## config.mk

```make
export PLATFORM = sky130hd
export DESIGN_NAME = ddc_edid_fetch_i2c_master_core
export DESIGN_NICKNAME = d
export VERILOG_FILES = /design/src/hw/rtl/ddc_pkg.sv /design/src/hw/rtl/ddc_engine.sv /design/src/hw/rtl/ddc_edid_fetch_i2c_master_core.sv
export VERILOG_INCLUDE_DIRS = /design/src /design/src/hw/rtl
export SDC_FILE = /design/constraint.sdc
export NUM_CORES = 1
export LEC_CHECK = 0
export BUFFER_PORTS_ARGS = -buffer_cell sky130_fd_sc_hd__buf_2
export CAP_MARGIN = 15
export CORE_MARGIN = 5
export CORE_UTILIZATION = 30
export CTS_BUF_LIST = sky130_fd_sc_hd__clkbuf_8 sky130_fd_sc_hd__clkbuf_16
export CTS_CLUSTER_SIZE = 30
export DETAILED_ROUTE_END_ITERATION = 16
export HOLD_SLACK_MARGIN = 0.06
export MAX_ROUTING_LAYER = met4
export PLACE_DENSITY_LB_ADDON = 0.05
export SLEW_MARGIN = 5
export SYNTH_ARGS = -nofsm -noshare
export SYNTH_HDL_FRONTEND = slang
export SYNTH_SLANG_ARGS = --single-unit
```

## constraint.sdc

```tcl
create_clock -name clk -period 4.8 [get_ports clk]
set_clock_uncertainty 0.05 [all_clocks]
set_input_delay 0.96 -clock clk [delete_from_list [all_inputs] [get_ports clk]]
set_output_delay 0.96 -clock clk [all_outputs]
set_load 0.05 [all_outputs]
```

## src/hw/rtl/ddc_edid_fetch_i2c_master_core_assert.svh

```systemverilog
// assertion macros for the ddc edid fetch core
`ifndef DDC_EDID_FETCH_I2C_MASTER_CORE_ASSERT_SVH
`define DDC_EDID_FETCH_I2C_MASTER_CORE_ASSERT_SVH

`ifndef SYNTHESIS
// property checked on every clock edge outside reset
`define DDC_ASSERT(lbl, prop) \
	lbl: assert property (@(posedge clk) disable iff (!arst_n) (prop)) \
		else $error("ddc core assertion failed");
// antecedent in one cycle implies consequent in the next
`define DDC_ASSERT_NEXT(lbl, ante, cons) \
	lbl: assert property (@(posedge clk) disable iff (!arst_n) (ante) |=> (cons)) \
		else $error("ddc core assertion failed");
`else
`define DDC_ASSERT(lbl, prop)
`define DDC_ASSERT_NEXT(lbl, ante, cons)
`endif

`endif

```

## src/hw/rtl/ddc_pkg.sv

```systemverilog
// shared types, constants and helpers for the ddc edid fetch core
`timescale 1ns / 1ps

package ddc_pkg;

	localparam logic [7:0] MAX_BYTES = 8'd128;

	// configuration register indexes
	localparam logic [1:0] REG_HALF_PERIOD = 2'd0;
	localparam logic [1:0] REG_DEV_ADDR    = 2'd1;
	localparam logic [1:0] REG_BYTE_COUNT  = 2'd2;

	// fetch status codes
	localparam logic [2:0] ST_OK          = 3'd0;
	localparam logic [2:0] ST_BUS_BUSY    = 3'd1;
	localparam logic [2:0] ST_ADDR_NAK    = 3'd2;
	localparam logic [2:0] ST_OFFSET_NAK  = 3'd3;
	localparam logic [2:0] ST_BAD_HEADER  = 3'd4;

	localparam logic [15:0] RST_HALF_PERIOD = 16'd250;
	localparam logic [6:0]  RST_DEV_ADDR    = 7'd80;
	localparam logic [7:0]  RST_BYTE_COUNT  = 8'd128;

	typedef struct packed {
		logic [15:0] half_period_ticks;
		logic [6:0]  device_address;
		logic [7:0]  byte_count;
	} cfg_t;

	typedef struct packed {
		logic       scl_release;
		logic       sda_release;
		logic       byte_valid;
		logic [7:0] byte_value;
		logic [6:0] byte_index;
		logic       fetch_done;
		logic [2:0] fetch_status;
		logic       busy_res;
	} res_t;

	function automatic logic [7:0] read_count(input logic [7:0] count);
		return (count > MAX_BYTES) ? MAX_BYTES : count;
	endfunction

	// edid header is 00 ff ff ff ff ff ff 00
	function automatic logic [7:0] header_byte(input logic [2:0] pos);
		return (pos == 3'd0 || pos == 3'd7) ? 8'h00 : 8'hff;
	endfunction

endpackage

```

## src/hw/rtl/ddc_engine.sv

```systemverilog
// bus timing state machine: one tick of i2c master work per advance
`timescale 1ns / 1ps

module ddc_engine (
	input  logic          clk,
	input  logic          arst_n,
	input  logic          advance,
	input  logic          go,
	input  logic          scl_sense,
	input  logic          sda_sense,
	input  ddc_pkg::cfg_t cfg,
	output ddc_pkg::res_t res_next
);

	typedef enum logic [4:0] {
		PH_IDLE, PH_WR_LOW, PH_WR_HIGH, PH_WR_ACK_LOW, PH_WR_ACK_HIGH, PH_WR_ACK_WAIT,
		PH_RS_A, PH_RS_B, PH_RS_C, PH_RS_CHECK, PH_RD_LOW, PH_RD_HIGH, PH_RD_SAMPLE,
		PH_RD_ACK_LOW, PH_RD_ACK_HIGH, PH_RD_ACK_WAIT, PH_STOP_A, PH_STOP_B, PH_STOP_C
	} phase_t;

	typedef enum logic [1:0] {
		STG_ADDR_W, STG_OFFSET, STG_ADDR_R
	} stage_t;

	typedef struct packed {
		phase_t      phase;
		logic [3:0]  bit_cnt;
		logic [7:0]  shift;
		logic [7:0]  bytes_read;
		logic [15:0] delay;
		logic        header_good;
		logic        scl_out;
		logic        sda_out;
		stage_t      stage;
		logic [2:0]  pend_status;
	} st_t;

	typedef struct packed {
		st_t        st;
		logic       valid;
		logic [7:0] value;
		logic [6:0] index;
		logic       done;
		logic [2:0] status;
		logic       chain;
	} eng_t;

	st_t st_q;

	function automatic eng_t act(input eng_t e, input logic go_i, input logic scl_i,
		input logic sda_i, input ddc_pkg::cfg_t c);
		eng_t        n;
		logic [15:0] reload;
		logic [7:0]  rc;
		n = e;
		n.chain = 1'b0;
		reload = (c.half_period_ticks == 16'd0) ? 16'd0 : c.half_period_ticks - 16'd1;
		rc = ddc_pkg::read_count(c.byte_count);
		unique case (e.st.phase)
			PH_IDLE: begin
				if (go_i) begin
					if (!scl_i || !sda_i) begin
						n.done = 1'b1;
						n.status = ddc_pkg::ST_BUS_BUSY;
						n.st.delay = 16'd0;
					end else begin
						n.st.header_good = 1'b1;
						n.st.pend_status = ddc_pkg::ST_OK;
						n.st.bytes_read = 8'd0;
						n.st.stage = STG_ADDR_W;
						n.st.bit_cnt = 4'd0;
						n.st.shift = {c.device_address, 1'b0};
						n.st.sda_out = 1'b0;
						n.st.phase = PH_WR_LOW;
						n.st.delay = reload;
					end
				end
			end
			PH_WR_LOW: begin
				n.st.scl_out = 1'b0;
				n.st.sda_out = e.st.shift[7];
				n.st.phase = PH_WR_HIGH;
				n.st.delay = reload;
			end
			PH_WR_HIGH: begin
				n.st.scl_out = 1'b1;
				n.st.shift = {e.st.shift[6:0], 1'b0};
				n.st.bit_cnt = e.st.bit_cnt + 4'd1;
				n.st.phase = n.st.bit_cnt[3] ? PH_WR_ACK_LOW : PH_WR_LOW;
				n.st.delay = reload;
			end
			PH_WR_ACK_LOW: begin
				n.st.scl_out = 1'b0;
				n.st.sda_out = 1'b1;
				n.st.phase = PH_WR_ACK_HIGH;
				n.st.delay = reload;
			end
			PH_WR_ACK_HIGH: begin
				n.st.scl_out = 1'b1;
				n.st.phase = PH_WR_ACK_WAIT;
				n.st.delay = reload;
			end
			PH_WR_ACK_WAIT: begin
				n.st.delay = reload;
				// slave holding scl low: keep waiting
				if (scl_i) begin
					n.st.bit_cnt = 4'd0;
					if (sda_i) begin
						n.st.pend_status = (e.st.stage == STG_OFFSET) ?
							ddc_pkg::ST_OFFSET_NAK : ddc_pkg::ST_ADDR_NAK;
						n.st.phase = PH_STOP_A;
					end else if (e.st.stage == STG_ADDR_W) begin
						n.st.stage = STG_OFFSET;
						n.st.shift = 8'h00;
						n.st.phase = PH_WR_LOW;
					end else if (e.st.stage == STG_OFFSET) begin
						n.st.phase = PH_RS_A;
					end else begin
						n.st.phase = (rc == 8'd0) ? PH_STOP_A : PH_RD_LOW;
					end
				end
			end
			PH_RS_A: begin
				n.st.scl_out = 1'b0;
				n.st.phase = PH_RS_B;
				n.st.delay = reload;
			end
			PH_RS_B: begin
				n.st.sda_out = 1'b1;
				n.st.phase = PH_RS_C;
				n.st.delay = reload;
			end
			PH_RS_C: begin
				n.st.scl_out = 1'b1;
				n.st.phase = PH_RS_CHECK;
				n.st.delay = reload;
			end
			PH_RS_CHECK: begin
				if (!scl_i || !sda_i) begin
					n.done = 1'b1;
					n.status = ddc_pkg::ST_BUS_BUSY;
					n.st.phase = PH_IDLE;
					n.st.delay = 16'd0;
				end else begin
					n.st.stage = STG_ADDR_R;
					n.st.bit_cnt = 4'd0;
					n.st.shift = {c.device_address, 1'b1};
					n.st.sda_out = 1'b0;
					n.st.phase = PH_WR_LOW;
					n.st.delay = reload;
				end
			end
			PH_RD_LOW: begin
				n.st.scl_out = 1'b0;
				n.st.sda_out = 1'b1;
				n.st.phase = PH_RD_HIGH;
				n.st.delay = reload;
			end
			PH_RD_HIGH: begin
				n.st.scl_out = 1'b1;
				n.st.phase = PH_RD_SAMPLE;
				n.st.delay = reload;
			end
			PH_RD_SAMPLE: begin
				n.st.shift = {e.st.shift[6:0], sda_i};
				n.st.bit_cnt = e.st.bit_cnt + 4'd1;
				n.st.phase = n.st.bit_cnt[3] ? PH_RD_ACK_LOW : PH_RD_LOW;
				n.chain = 1'b1;
			end
			PH_RD_ACK_LOW: begin
				n.st.scl_out = 1'b0;
				// ack all but the last byte
				n.st.sda_out = (({1'b0, e.st.bytes_read} + 9'd1) < {1'b0, rc}) ? 1'b0 : 1'b1;
				n.st.phase = PH_RD_ACK_HIGH;
				n.st.delay = reload;
			end
			PH_RD_ACK_HIGH: begin
				n.st.scl_out = 1'b1;
				n.st.phase = PH_RD_ACK_WAIT;
				n.st.delay = reload;
			end
			PH_RD_ACK_WAIT: begin
				if (!scl_i) begin
					n.st.delay = reload;
				end else begin
					n.valid = 1'b1;
					n.value = e.st.shift;
					n.index = e.st.bytes_read[6:0];
					if (e.st.bytes_read < 8'd8 &&
						e.st.shift != ddc_pkg::header_byte(e.st.bytes_read[2:0])) begin
						n.st.header_good = 1'b0;
					end
					n.st.bytes_read = e.st.bytes_read + 8'd1;
					n.st.bit_cnt = 4'd0;
					n.st.phase = (n.st.bytes_read < rc) ? PH_RD_LOW : PH_STOP_A;
					n.chain = 1'b1;
				end
			end
			PH_STOP_A: begin
				n.st.scl_out = 1'b0;
				n.st.sda_out = 1'b0;
				n.st.phase = PH_STOP_B;
				n.st.delay = reload;
			end
			PH_STOP_B: begin
				n.st.scl_out = 1'b1;
				n.st.phase = PH_STOP_C;
				n.st.delay = reload;
			end
			PH_STOP_C: begin
				n.st.sda_out = 1'b1;
				n.done = 1'b1;
				if (e.st.pend_status != ddc_pkg::ST_OK) begin
					n.status = e.st.pend_status;
				end else begin
					n.status = (e.st.header_good && rc >= 8'd7) ?
						ddc_pkg::ST_OK : ddc_pkg::ST_BAD_HEADER;
				end
				n.st.phase = PH_IDLE;
				n.st.delay = 16'd0;
			end
			default: begin
				n.st.phase = PH_IDLE;
				n.st.scl_out = 1'b1;
				n.st.sda_out = 1'b1;
			end
		endcase
		return n;
	endfunction

	eng_t e0, e1, e2;

	// a read sample or read ack-wait step runs into the next phase in the same tick
	always_comb begin
		e0 = '0;
		e0.st = st_q;
		e0.status = ddc_pkg::ST_OK;
		e1 = e0;
		e2 = e0;
		if (st_q.delay != 16'd0) begin
			e2.st.delay = st_q.delay - 16'd1;
		end else begin
			e1 = act(e0, go, scl_sense, sda_sense, cfg);
			e2 = e1.chain ? act(e1, go, scl_sense, sda_sense, cfg) : e1;
		end
	end

	assign res_next.scl_release  = e2.st.scl_out;
	assign res_next.sda_release  = e2.st.sda_out;
	assign res_next.byte_valid   = e2.valid;
	assign res_next.byte_value   = e2.value;
	assign res_next.byte_index   = e2.index;
	assign res_next.fetch_done   = e2.done;
	assign res_next.fetch_status = e2.status;
	assign res_next.busy_res     = (e2.st.phase != PH_IDLE);

	always_ff @(posedge clk or negedge arst_n) begin
		if (!arst_n) begin
			st_q.phase       <= PH_IDLE;
			st_q.bit_cnt     <= 4'd0;
			st_q.shift       <= 8'd0;
			st_q.bytes_read  <= 8'd0;
			st_q.delay       <= 16'd0;
			st_q.header_good <= 1'b1;
			st_q.scl_out     <= 1'b1;
			st_q.sda_out     <= 1'b1;
			st_q.stage       <= STG_ADDR_W;
			st_q.pend_status <= ddc_pkg::ST_OK;
		end else if (advance) begin
			st_q <= e2.st;
		end
	end

endmodule

```

## src/hw/rtl/ddc_edid_fetch_i2c_master_core.sv

```systemverilog
// top level of the ddc edid fetch i2c master: handshakes, config and result register
//
// channel  direction  handshake                 payload
// in       input      in_valid / in_stall       go, scl_sense, sda_sense
// out      output     out_valid / out_stall     scl_release .. busy_res
// cfg      input      cfg_valid / cfg_ready     cfg_index, cfg_data
//
// one tick per transaction, one transaction per cycle while in_stall is low; the bus
// state advances in a single step into the result register; reset does not clear it.
// reset idles the engine with bus drives released, config at defaults, out_valid low.
// in_stall is high only while a result sits in the output register and out is stalled.
// cfg_ready is always high; index 3 is ignored.
`timescale 1ns / 1ps
`include "ddc_edid_fetch_i2c_master_core_assert.svh"

module ddc_edid_fetch_i2c_master_core (
	input  logic        clk,
	input  logic        arst_n,
	input  logic        in_valid,
	output logic        in_stall,
	input  logic        go,
	input  logic        scl_sense,
	input  logic        sda_sense,
	output logic        out_valid,
	input  logic        out_stall,
	output logic        scl_release,
	output logic        sda_release,
	output logic        byte_valid,
	output logic [7:0]  byte_value,
	output logic [6:0]  byte_index,
	output logic        fetch_done,
	output logic [2:0]  fetch_status,
	output logic        busy_res,
	input  logic        cfg_valid,
	output logic        cfg_ready,
	input  logic [1:0]  cfg_index,
	input  logic [15:0] cfg_data
);

	ddc_pkg::cfg_t cfg_q;
	ddc_pkg::res_t res_next;
	ddc_pkg::res_t res_q;
	logic          out_valid_q;
	logic          in_accept;

	assign cfg_ready = 1'b1;
	assign in_stall  = out_valid_q & out_stall;
	assign in_accept = in_valid & ~in_stall;

	always_ff @(posedge clk or negedge arst_n) begin
		if (!arst_n) begin
			cfg_q.half_period_ticks <= ddc_pkg::RST_HALF_PERIOD;
			cfg_q.device_address    <= ddc_pkg::RST_DEV_ADDR;
			cfg_q.byte_count        <= ddc_pkg::RST_BYTE_COUNT;
		end else if (cfg_valid && cfg_ready) begin
			unique case (cfg_index)
				ddc_pkg::REG_HALF_PERIOD: cfg_q.half_period_ticks <= cfg_data;
				ddc_pkg::REG_DEV_ADDR:    cfg_q.device_address    <= cfg_data[6:0];
				ddc_pkg::REG_BYTE_COUNT:  cfg_q.byte_count        <= cfg_data[7:0];
				default: ;
			endcase
		end
	end

	ddc_engine u_engine (
		.clk       (clk),
		.arst_n    (arst_n),
		.advance   (in_accept),
		.go        (go),
		.scl_sense (scl_sense),
		.sda_sense (sda_sense),
		.cfg       (cfg_q),
		.res_next  (res_next)
	);

	always_ff @(posedge clk or negedge arst_n) begin
		if (!arst_n) begin
			out_valid_q <= 1'b0;
		end else if (in_accept) begin
			out_valid_q <= 1'b1;
		end else if (!out_stall) begin
			out_valid_q <= 1'b0;
		end
	end

	always_ff @(posedge clk) begin
		if (in_accept) begin
			res_q <= res_next;
		end
	end

	assign out_valid    = out_valid_q;
	assign scl_release  = res_q.scl_release;
	assign sda_release  = res_q.sda_release;
	assign byte_valid   = res_q.byte_valid;
	assign byte_value   = res_q.byte_value;
	assign byte_index   = res_q.byte_index;
	assign fetch_done   = res_q.fetch_done;
	assign fetch_status = res_q.fetch_status;
	assign busy_res     = res_q.busy_res;

	`DDC_ASSERT_NEXT(a_accept_gives_result, in_valid && !in_stall, out_valid)
	`DDC_ASSERT(a_done_goes_idle, out_valid && fetch_done |-> !busy_res)
	`DDC_ASSERT(a_byte_while_busy, out_valid && byte_valid |-> busy_res && !fetch_done)
	`DDC_ASSERT(a_status_only_on_done, out_valid && !fetch_done |-> fetch_status == ddc_pkg::ST_OK)

endmodule
```

==> metrics, run 1 <==
WL per Instance=roughly 21 um; port buffer count=50; Seq/Total Area, Yosys=0.369; Fin Hold WS=approximately 0.44 ns; Power Dens Cells=398 nW/um2; Worst-path clk slew=approximately 0.08 ns; final worst slack=0.457 ns; initial antenna violation count=1; Max Freq=around 230 MHz; Hold Fails Final Rpt=0; Post-Synth Simple-Gate Area=0.239; reg-to-reg startpoint=u_engine.e0[45]; via count=~7,000; status=finished clean; minimum clock period=between 4 and 5 ns; mux cell area share after synthesis=0.0603; CP Max Fanout=6; DRT iter0 DRCs=453; worst path bufs/invs=1; Max Buffers Root-to-Sink=2; Synth Area in Compound Gates=0.219; fin crit share=0.905; clk_lat worst skew=between 0.3 and 0.4 ns; fraction of layout cells with a size suffix above 1=0.193; Yosys top cell by area=dfrtp_1; clock root buffer=clkbuf_16; FF/Latch Area=2730 um2; syn_nets=about 900; Synth-to-Final Area Change=12.7%; Largest stage delay, worst path=0.64 ns; Site Rows=between 50 and 60; CP required=around 5.0 ns; CP startpoint=u_engine.e0[45]; global-route wire length before repair=approximately 40 mm; Seq cells post-synth=between 100 and 150; largest family of logic cells by synthesized area=simple AND/OR/NAND/NOR gates; clk sinks=~100; worst hold-check path type=flop to flop; Die Y=between 150 and 200 um; Final Max Tran Viols=0; drt drc=0; # IOs=52; Hold Buf Count CTS=0; Final Setup Violations=0; most frequent cell after synthesis=nor2_1; Synth async-reset ratio=0.779; min-delay src=u_engine.e0[23]; TritonCTS clock tree=built; fill cell count=~2,500; Startpoint Class=flop; Detailed Route WL=about 26 mm; multi-input logic area=4350 um2; Num CTS Buffers=9; Final GP Congestion=slightly above 0.9; Max-Cap Viols=0; DR pass1 iterations=5; CORE AREA=approximately 24,000 um2; aggregate global-route resource usage=0.191; Crit. End Element=flop; CP max stage cell=a2111oi_1; Detailed Place HPWL=roughly 20 mm; pre-CTS setup slack=0.360 ns; H-tree depth=3; Post-Synth Adder-Cell Area=0.0372; mapped cell area=around 7400 um2; crit-path cells=ha_1, and3_1, and3_1, xor2_1, ha_1, nand2_1, o21ai_0, a221oi_2, o31ai_1, o41ai_2, a2111oi_1, buf_4, o31a_1, mux2_2; Critical Path AT=4.52 ns; Slew HR=0.442; static leakage=between 0.003 and 0.004 uW; initial core utilization=0.304; Nets=945; grt total ovfl=0; delay-heaviest family, CP=compound AO/OA/AOI/OAI gates; share of the synthesized area in the top cell type=0.233; post-synthesis area per instance=between 8 and 9 um2; cells after synthesis=856; # Post-CTS Setup Buffers=0; Commonest cells post-synth=nor2_1, nand2_1, dfrtp_1, a21oi_1, o21ai_0; Vias/cell=around 5.6; Post-synth EDFFs=23; Final ANT Viol Nets=0; worst setup path category=flop to flop; vias in the first global route=approximately 6,800; Synth Area in XOR/XNOR=0.0308; Slew @ Worst Pin=roughly 0.83 ns; Primary FF master, synth=dfrtp_1; Synthesis Warnings=0; RSZ-0062 raised after global routing=no; Chip Width=around 170 um; maximum vdd drop=about 0.17 mV; Die Area=27,900 um2; cts repair resizes=0; Final Util=0.343; synth top area cells=dfrtp_1, edfxtp_1, mux2_2; Netlist cell types=89; largest net degree at the start of global routing=56; Total Neg Setup Slack=0 ns
==> final cells by class <==
type                            instances  share of cell area
Multi-Input combinational cell        681               0.522
Inverter                               21             0.00945
Timing Repair Buffer                   80              0.0573
Antenna cell                            1            0.000300
Clock inverter                          7             0.00840
Clock buffer                            9              0.0270
Sequential cell                       104               0.327
Tap cell                              324              0.0486
==> cells in the final DEF (no fill, tap or decap), types with 9 or more instances in the layout <==
master | Yosys | layout
and3_1 | 11 | 11
buf_4 | 7 | 31
nor3_1 | 30 | 30
clkbuf_16 | 0 | 9
nand4_1 | 11 | 11
mux2_2 | 37 | 37
dfrtp_1 | 69 | 69
nor2_1 | 92 | 91
nand3_1 | 31 | 31
nand2_1 | 87 | 87
or3_1 | 10 | 10
nor4_1 | 11 | 11
xnor2_1 | 13 | 13
xor2_1 | 13 | 13
buf_2 | 11 | 49
edfxtp_1 | 23 | 23
inv_1 | 19 | 19
o21ai_0 | 56 | 56
a31oi_1 | 12 | 12
ha_1 | 22 | 22
nand2b_1 | 15 | 15
dfstp_2 | 12 | 12
a21oi_1 | 67 | 67
==> flip-flops by register name (all words and copies together), names as in the netlist, 3 cells and up <==
| register | cells |
|---|---|
| u_engine.e0 | 49 |
| cfg_q | 31 |
| byte_value | 8 |
| fetch_status | 3 |
| byte_index | 7 |
==> logic make-up (layout without fill, tap and decap cells) <==
group,Yosys count,in the layout
AND/OR/NAND/NOR,351,351
AO/OA/AOI/OAI,241,241
flip-flops,104,104
buffers and inverters,71,117
multiplexers,40,40
XOR/XNOR,26,26
adder cells (fa/ha/maj),22,22
other,1,2
==> routing by layer <==
layer  up-vias  GRT usage  routed length [um]
li1       3288          -                   -
met1      3360      0.255               12000
met2       225      0.305               12100
met3        34     0.0257                1320
met4         0     0.0537                 441
met5         -          -                   0
==> per-stage QoR <==
stage / instances / area [um2] / power [uW]
after global placement: 1210 / 8050 / 2560
after floorplan: 856 / 7400 / 2140
after detailed placement: 1210 / 8050 / 2570
final: 1227 / 8350 / 3320
after CTS: 1226 / 8340 / 3350
after global routing: 1227 / 8350 / 3560
==> report_power, final <==
group | total [uW] | switching (uW) | leakage (uW) | internal [uW]
registers | 1310 | 239 | 0.00120 | 1070
logic | 1240 | 747 | 0.00191 | 494
clock network | 770 | 400 | 0.000142 | 369
total | 3320 | 1390 | 0.00325 | 1940
==> final timing paths <==
path / to / slack, ns / depth (start not counted)
max: sda_release / 0.46 / 14
min: u_engine.e0[23] / 0.44 / 1
max reg2reg: sda_release / 0.46 / 14
min reg2reg: u_engine.e0[23] / 0.44 / 1
max in group asynchronous: cfg_q[16] / 3.15 / 2
min in group asynchronous: u_engine.e0[56] / 0.58 / 1
==> worst reg2reg max path, cell delays in order, from the launching register on <==
cell and delay, ns:
dfrtp_1 0.47, ha_1 0.29, and3_1 0.25, and3_1 0.23, xor2_1 0.15, ha_1 0.30, nand2_1 0.05, o21ai_0 0.53
a221oi_2 0.28, o31ai_1 0.34, o41ai_2 0.12, a2111oi_1 0.64, buf_4 0.23, o31a_1 0.14, mux2_2 0.14
No activity file was read; power rests on OpenSTA's default activity.
==> run 2: changes to the inputs <==
Settings changed: RECOVER_POWER set to 25.
==> run 2 against run 1 <==
  * The flow now finishes with violations (max-capacitance violations, max-slew violations)
  * Clock-buffer cell count unchanged
  * Largest power group unchanged
  * Combinational power about the same
  * Routed wire length about the same
  * Flip-flop and latch count unchanged
  * Via count about the same
  * Die area unchanged
  * Critical path depth unchanged
  * Non-clock buffer count unchanged
  * Sequential power about the same
  * Register-to-register slack about the same
  * Sequential share of layout area increased by 0.059 points
==> metrics, run 2 (synthesized netlist as in run 1, its figures left out) <==
via count=6,908 (+0.014%); most frequent cells in the layout=nor2_1, nand2_1, dfrtp_1, a21oi_1, o21ai_0; switch share=0.418 (about the same); status=finished with violations; Max-Cap Viols=1 (+1); vias in the first global route=6,789 (unchanged); Die Area=27,900 um2 (unchanged); Slew HR=-1.05 (-1.49); fraction of layout cells with a size suffix above 1=0.187 (-0.00554); RSZ-0062 raised after global routing=no; Detailed Place HPWL=20.0 mm (unchanged); clk_lat worst skew=0.37 ns (about the same); CP Max Fanout=6 (unchanged); aggregate global-route resource usage=0.191 (unchanged); port buffer count=50 (unchanged); Vias/cell=5.63 (about the same); Nets=945 (unchanged); Total Neg Setup Slack=0 ns (unchanged); H-tree depth=3 (unchanged); global-route wire length before repair=40.7 mm (unchanged); CP required=4.98 ns (about the same); Startpoint Class=flop; Site Rows=57 (unchanged); DR pass1 iterations=5 (unchanged); # Post-CTS Setup Buffers=0 (unchanged); TritonCTS clock tree=built; Power Internal=1940 uW (about the same); # IOs=52 (unchanged); Critical Path AT=4.54 ns (+0.02 ns); Die Y=167 um (unchanged); minimum clock period=4.35 ns (+0.0118 ns); Num CTS Buffers=9 (unchanged); static leakage=0.00323 uW (-0.46%); worst setup path category=flop to flop; Final Setup Violations=0 (unchanged); Largest register FFs=49 (unchanged); grt total ovfl=0 (unchanged); Max Freq=230 MHz (-0.27%); clock root buffer=clkbuf_16; Final ANT Viol Nets=0 (unchanged); Synth-to-Final Area Change=12.5%; Logic pwr share=0.373 (about the same); Hold Fails Final Rpt=0 (unchanged); Chip Width=167 um (unchanged); failing checks=max-capacitance violations, max-slew violations; worst hold-check path type=flop to flop; CORE AREA=24,300 um2 (unchanged); Detailed Route WL=25.9 mm (about the same); sw power=1390 uW (about the same); Pwr Total=3320 uW (about the same); commonest non-fill, non-tap cell in the layout=nor2_1; Fin Hold WS=0.438 ns (+0.000891 ns); Post-DP Area=8050 um2 (unchanged); drt drc=0 (unchanged); cts repair resizes=0 (unchanged); fin crit share=0.907 (+0.00245); initial antenna violation count=1 (unchanged); Clk pwr share=0.232 (about the same); Final Max Tran Viols=49 (+49); Final Util=0.343 (-0.000617); Max Buffers Root-to-Sink=2 (unchanged); Hold Buf Count CTS=0 (unchanged); Worst-path clk slew=0.08 ns (about the same); Final GP Congestion=0.914 (unchanged); Power Dens Cells=399 nW/um2 (+0.17%); Crit. End Element=flop; Design Area, Final=8330 um2 (-0.18%); part of the power in registers=0.395 (about the same); clk sinks=104 (unchanged); largest net degree at the start of global routing=56 (unchanged); Slew @ Worst Pin=3.07 ns (+2.24 ns); maximum vdd drop=0.168 mV (about the same); DRT iter0 DRCs=453 (unchanged); initial core utilization=0.304 (unchanged); WL per Instance=21.1 um (about the same)
## run 2: cell types whose count changed in the layout (fill, tap and decap cells not counted), sizes merged
cell / delta
buf: -4
clkbuf: +4
## run 2: power by group through the flow
| stage | clock, uW | combinational (uW) | sequential [uW] |
|---|---|---|---|
| 2_1_floorplan | 0 | 880 | 1260 |
| 3_3_place_gp | 0 | 1230 | 1330 |
| 3_5_place_dp | 0 | 1240 | 1330 |
| 4_1_cts | 796 | 1240 | 1310 |
| 5_1_grt | 827 | 1390 | 1340 |
| 6_report | 771 | 1240 | 1310 |
## run 2: worst paths after layout
kind,to,from,depth (start not counted),slack [ns]
setup / recovery,sda_release,u_engine.e0[45],14,0.45
hold / removal,u_engine.e0[23],u_engine.e0[23],1,0.44
max in group asynchronous,u_engine.e0[65],arst_n,1,1.41
min in group asynchronous,u_engine.e0[56],arst_n,1,1.53
setup reg to reg,sda_release,u_engine.e0[45],14,0.45
hold reg to reg,u_engine.e0[23],u_engine.e0[23],1,0.44
## run 2: layout make-up
| cell class | instances | area, um2 |
|---|---|---|
| diodes | 1 | 2.50 |
| clock buffers | 9 | 225 |
| clock inverters | 7 | 70.1 |
| fillers | 2542 | 16000 |
| inverters | 21 | 78.8 |
| multi-input cells | 681 | 4350 |
| flip-flops and latches | 104 | 2730 |
| well taps | 324 | 405 |
| repair buffers | 80 | 468 |
## run 2: metrics by stage
stage / setup WS, ns / cells
after floorplan: 0.676 / 856
after global placement: 0.467 / 1210
after detailed placement: 0.360 / 1210
final: 0.446 / 1227
after CTS: 0.454 / 1226
after global routing: 0.265 / 1227
## run 2: critical path: stages (launching register included)
cell and delay (ns):
dfrtp_1 0.47, ha_1 0.29, and3_1 0.24, and3_1 0.23, xor2_1 0.15, ha_1 0.31
nand2_1 0.05, o21ai_0 0.54, a221oi_2 0.28, o31ai_1 0.34, o41ai_2 0.12, a2111oi_1 0.64
buf_4 0.23, o31a_1 0.14, mux2_2 0.14
## run 2: per-layer routing
metal | wire length, um | global-route usage | up-vias
li1 | - | - | 3286
met1 | 12100 | 0.255 | 3374
met2 | 12100 | 0.305 | 212
met3 | 1260 | 0.0257 | 36
met4 | 472 | 0.0537 | 0
met5 | 0 | - | -
==> run 3: changes to the inputs <==
Settings changed: CORE_MARGIN 5 to not set, PLACE_DENSITY set to 0.48, PLACE_DENSITY_LB_ADDON 0.05 to not set.
==> run 3 against run 2 <==
  * The run still ends with max-capacitance violations, max-slew violations left
  * Register-to-register slack improved by 0.16 ns
  * Worst hold slack improved by 0.0021 ns
  * Sequential power about the same
  * First-iteration DRC count increased by 54%
  * Final area decreased by 0.51%
  * Final cell count decreased by 0.41%
  * Non-clock buffer count decreased by 5
  * Setup slack improved by 0.16 ns
  * Clock power decreased by 4.5%
  * Total power decreased by 1.9%
  * Sequential share of layout area increased by 0.17 points
  * Critical path type unchanged
  * Largest cell class unchanged
==> metrics, run 3 (synthesized netlist as in run 1, its figures left out) <==
M1 wire length=11.7 mm (-3.1%); Site Rows=57 (unchanged); Chip Width=159 um (-4.8%); crit-path cells=ha_1, and3_1, and3_1, xor2_1, ha_1, nand2_1, o21ai_0, a221oi_2, buf_4, o31ai_1, o41ai_2, a2111oi_1, buf_4, o31a_1, mux2_2; Max Freq=239 MHz (+3.9%); fin crit share=0.873 (-0.0344); worst hold-check path type=flop to flop; final worst slack=0.611 ns (+0.165 ns); Final ANT Viol Nets=0 (unchanged); global-route wire length before repair=38.6 mm (-5.3%); cts repair resizes=0 (unchanged); Hold Fails Final Rpt=0 (unchanged); Synth-to-Final Area Change=11.9%; most frequent cells in the layout=nor2_1, nand2_1, dfrtp_1, a21oi_1, o21ai_0; Slew @ Worst Pin=3.52 ns (+0.450 ns); Final Setup Violations=0 (unchanged); worst setup path category=flop to flop; delay-heaviest family, CP=compound AO/OA/AOI/OAI gates; Detailed Place HPWL=18.2 mm (-9.0%); FF-to-FF path depth=15 (+1); Hold Path Depth=1 (unchanged); reg-to-reg startpoint=u_engine.e0[45]; Critical Path AT=4.38 ns (-0.16 ns); clk_lat worst skew=0.37 ns (about the same); largest net degree at the start of global routing=61 (+8.9%); CP required=4.99 ns (about the same); Max Buffers Root-to-Sink=2 (unchanged); Detailed Route WL=24.5 mm (-5.4%); Crit. End Element=flop; Final GP Congestion=0.908 (-0.65%); DR WL met2=10.9 mm (-10%); Max-Cap Viols=1 (unchanged); worst path bufs/invs=2 (+1); Worst-path clk slew=0.08 ns (about the same); Startpoint Class=flop; min-delay src=u_engine.e0[23]; CP Max Fanout=6 (unchanged); Power Dens Cells=393 nW/um2 (-1.4%); maximum vdd drop=0.179 mV (+6.6%); routed wl met3=1.46 mm (+16%); Max Used Layer=met4; clock root buffer=clkbuf_16; # Post-CTS Setup Buffers=0 (unchanged); WP depth=15 (+1); Largest register FFs=49 (unchanged); Vias/cell=5.64 (+0.23%); drt drc=0 (unchanged); fraction of layout cells with a size suffix above 1=0.186 (-0.00119); WL per Instance=20.1 um (-5.0%); Final Max Tran Viols=61 (+24%); Hold Buf Count CTS=0 (unchanged); failing checks=max-capacitance violations, max-slew violations; status=finished with violations; Die Y=159 um (-4.8%); static leakage=0.00323 uW (-0.25%); CP startpoint=u_engine.e0[45]; commonest non-fill, non-tap cell in the layout=nor2_1; Num CTS Buffers=9 (unchanged); H-tree depth=3 (unchanged); TritonCTS clock tree=built; fill cell count=2,622 (+3.1%); Slew HR=-1.35 (-0.300); DRT iter0 DRCs=697 (+54%); initial core utilization=0.305 (+0.000895); via count=6,896 (-0.17%); grt total ovfl=0 (unchanged); vias in the first global route=6,414 (-5.5%); Die Area=25,300 um2 (-9.3%); RSZ-0062 raised after global routing=no; DR pass1 iterations=5 (unchanged); pre-CTS setup slack=0.372 ns (+0.0122 ns); port buffer count=50 (unchanged); aggregate global-route resource usage=0.201 (+0.0101); Largest stage delay, worst path=0.50 ns (-0.14 ns); CORE AREA=24,200 um2 (-0.29%); minimum clock period=4.19 ns (-0.165 ns); # IOs=52 (unchanged); initial antenna violation count=1 (unchanged); Total Neg Setup Slack=0 ns (unchanged); Nets=940 (-0.53%); clk sinks=104 (unchanged); CP max stage cell=a2111oi_1
## run 3: area by class of cell
class / instances / area (um2) / area share
well taps: 324 / 405 / 0.0489
inverters: 21 / 78.8 / 0.00951
clock buffers: 9 / 225 / 0.0272
flip-flops and latches: 104 / 2730 / 0.330
clock inverters: 7 / 53.8 / 0.00649
multi-input cells: 681 / 4350 / 0.525
repair buffers: 75 / 437 / 0.0527
diodes: 1 / 2.50 / 0.000302
## run 3: per-stage QoR
| stage | util | std cells | area [um2] | power (uW) | hold slack [ns] |
|---|---|---|---|---|---|
| 2_1_floorplan | - | 856 | 7400 | 2140 | 0.404 |
| 3_3_place_gp | 0.330 | 1205 | 8010 | 2520 | 0.425 |
| 3_5_place_dp | 0.330 | 1205 | 8010 | 2520 | 0.426 |
| 4_1_cts | 0.342 | 1221 | 8290 | 3270 | 0.445 |
| 5_1_grt | 0.342 | 1222 | 8290 | 3480 | 0.489 |
| 6_report | 0.342 | 1222 | 8290 | 3260 | 0.440 |
## run 3: final timing paths
check	end	slack (ns)
worst min register to register	u_engine.e0[23]	0.44
min in group asynchronous	u_engine.e0[57]	1.72
max in group asynchronous	u_engine.e0[39]	0.98
worst min-delay path	u_engine.e0[23]	0.44
worst max-delay path	sda_release	0.61
worst max register to register	sda_release	0.61
## run 3: worst register-to-register path, cell delays in order (launching register included)
cell and delay [ns]:
dfrtp_1 0.46, ha_1 0.29, and3_1 0.26, and3_1 0.24
xor2_1 0.18, ha_1 0.31, nand2_1 0.04, o21ai_0 0.48
a221oi_2 0.16, buf_4 0.20, o31ai_1 0.27, o41ai_2 0.12
a2111oi_1 0.50, buf_4 0.21, o31a_1 0.15, mux2_2 0.14
## run 3: power by group
group          switching (uW)  internal, uW
registers                 234          1070
clock network             377           359
logic                     738           478
## run 3: metal layers
metal | vias to the layer above | track usage
li1 | 3271 | -
met1 | 3370 | 0.284
met2 | 229 | 0.297
met3 | 26 | 0.0313
met4 | 0 | 0.0542
met5 | - | -
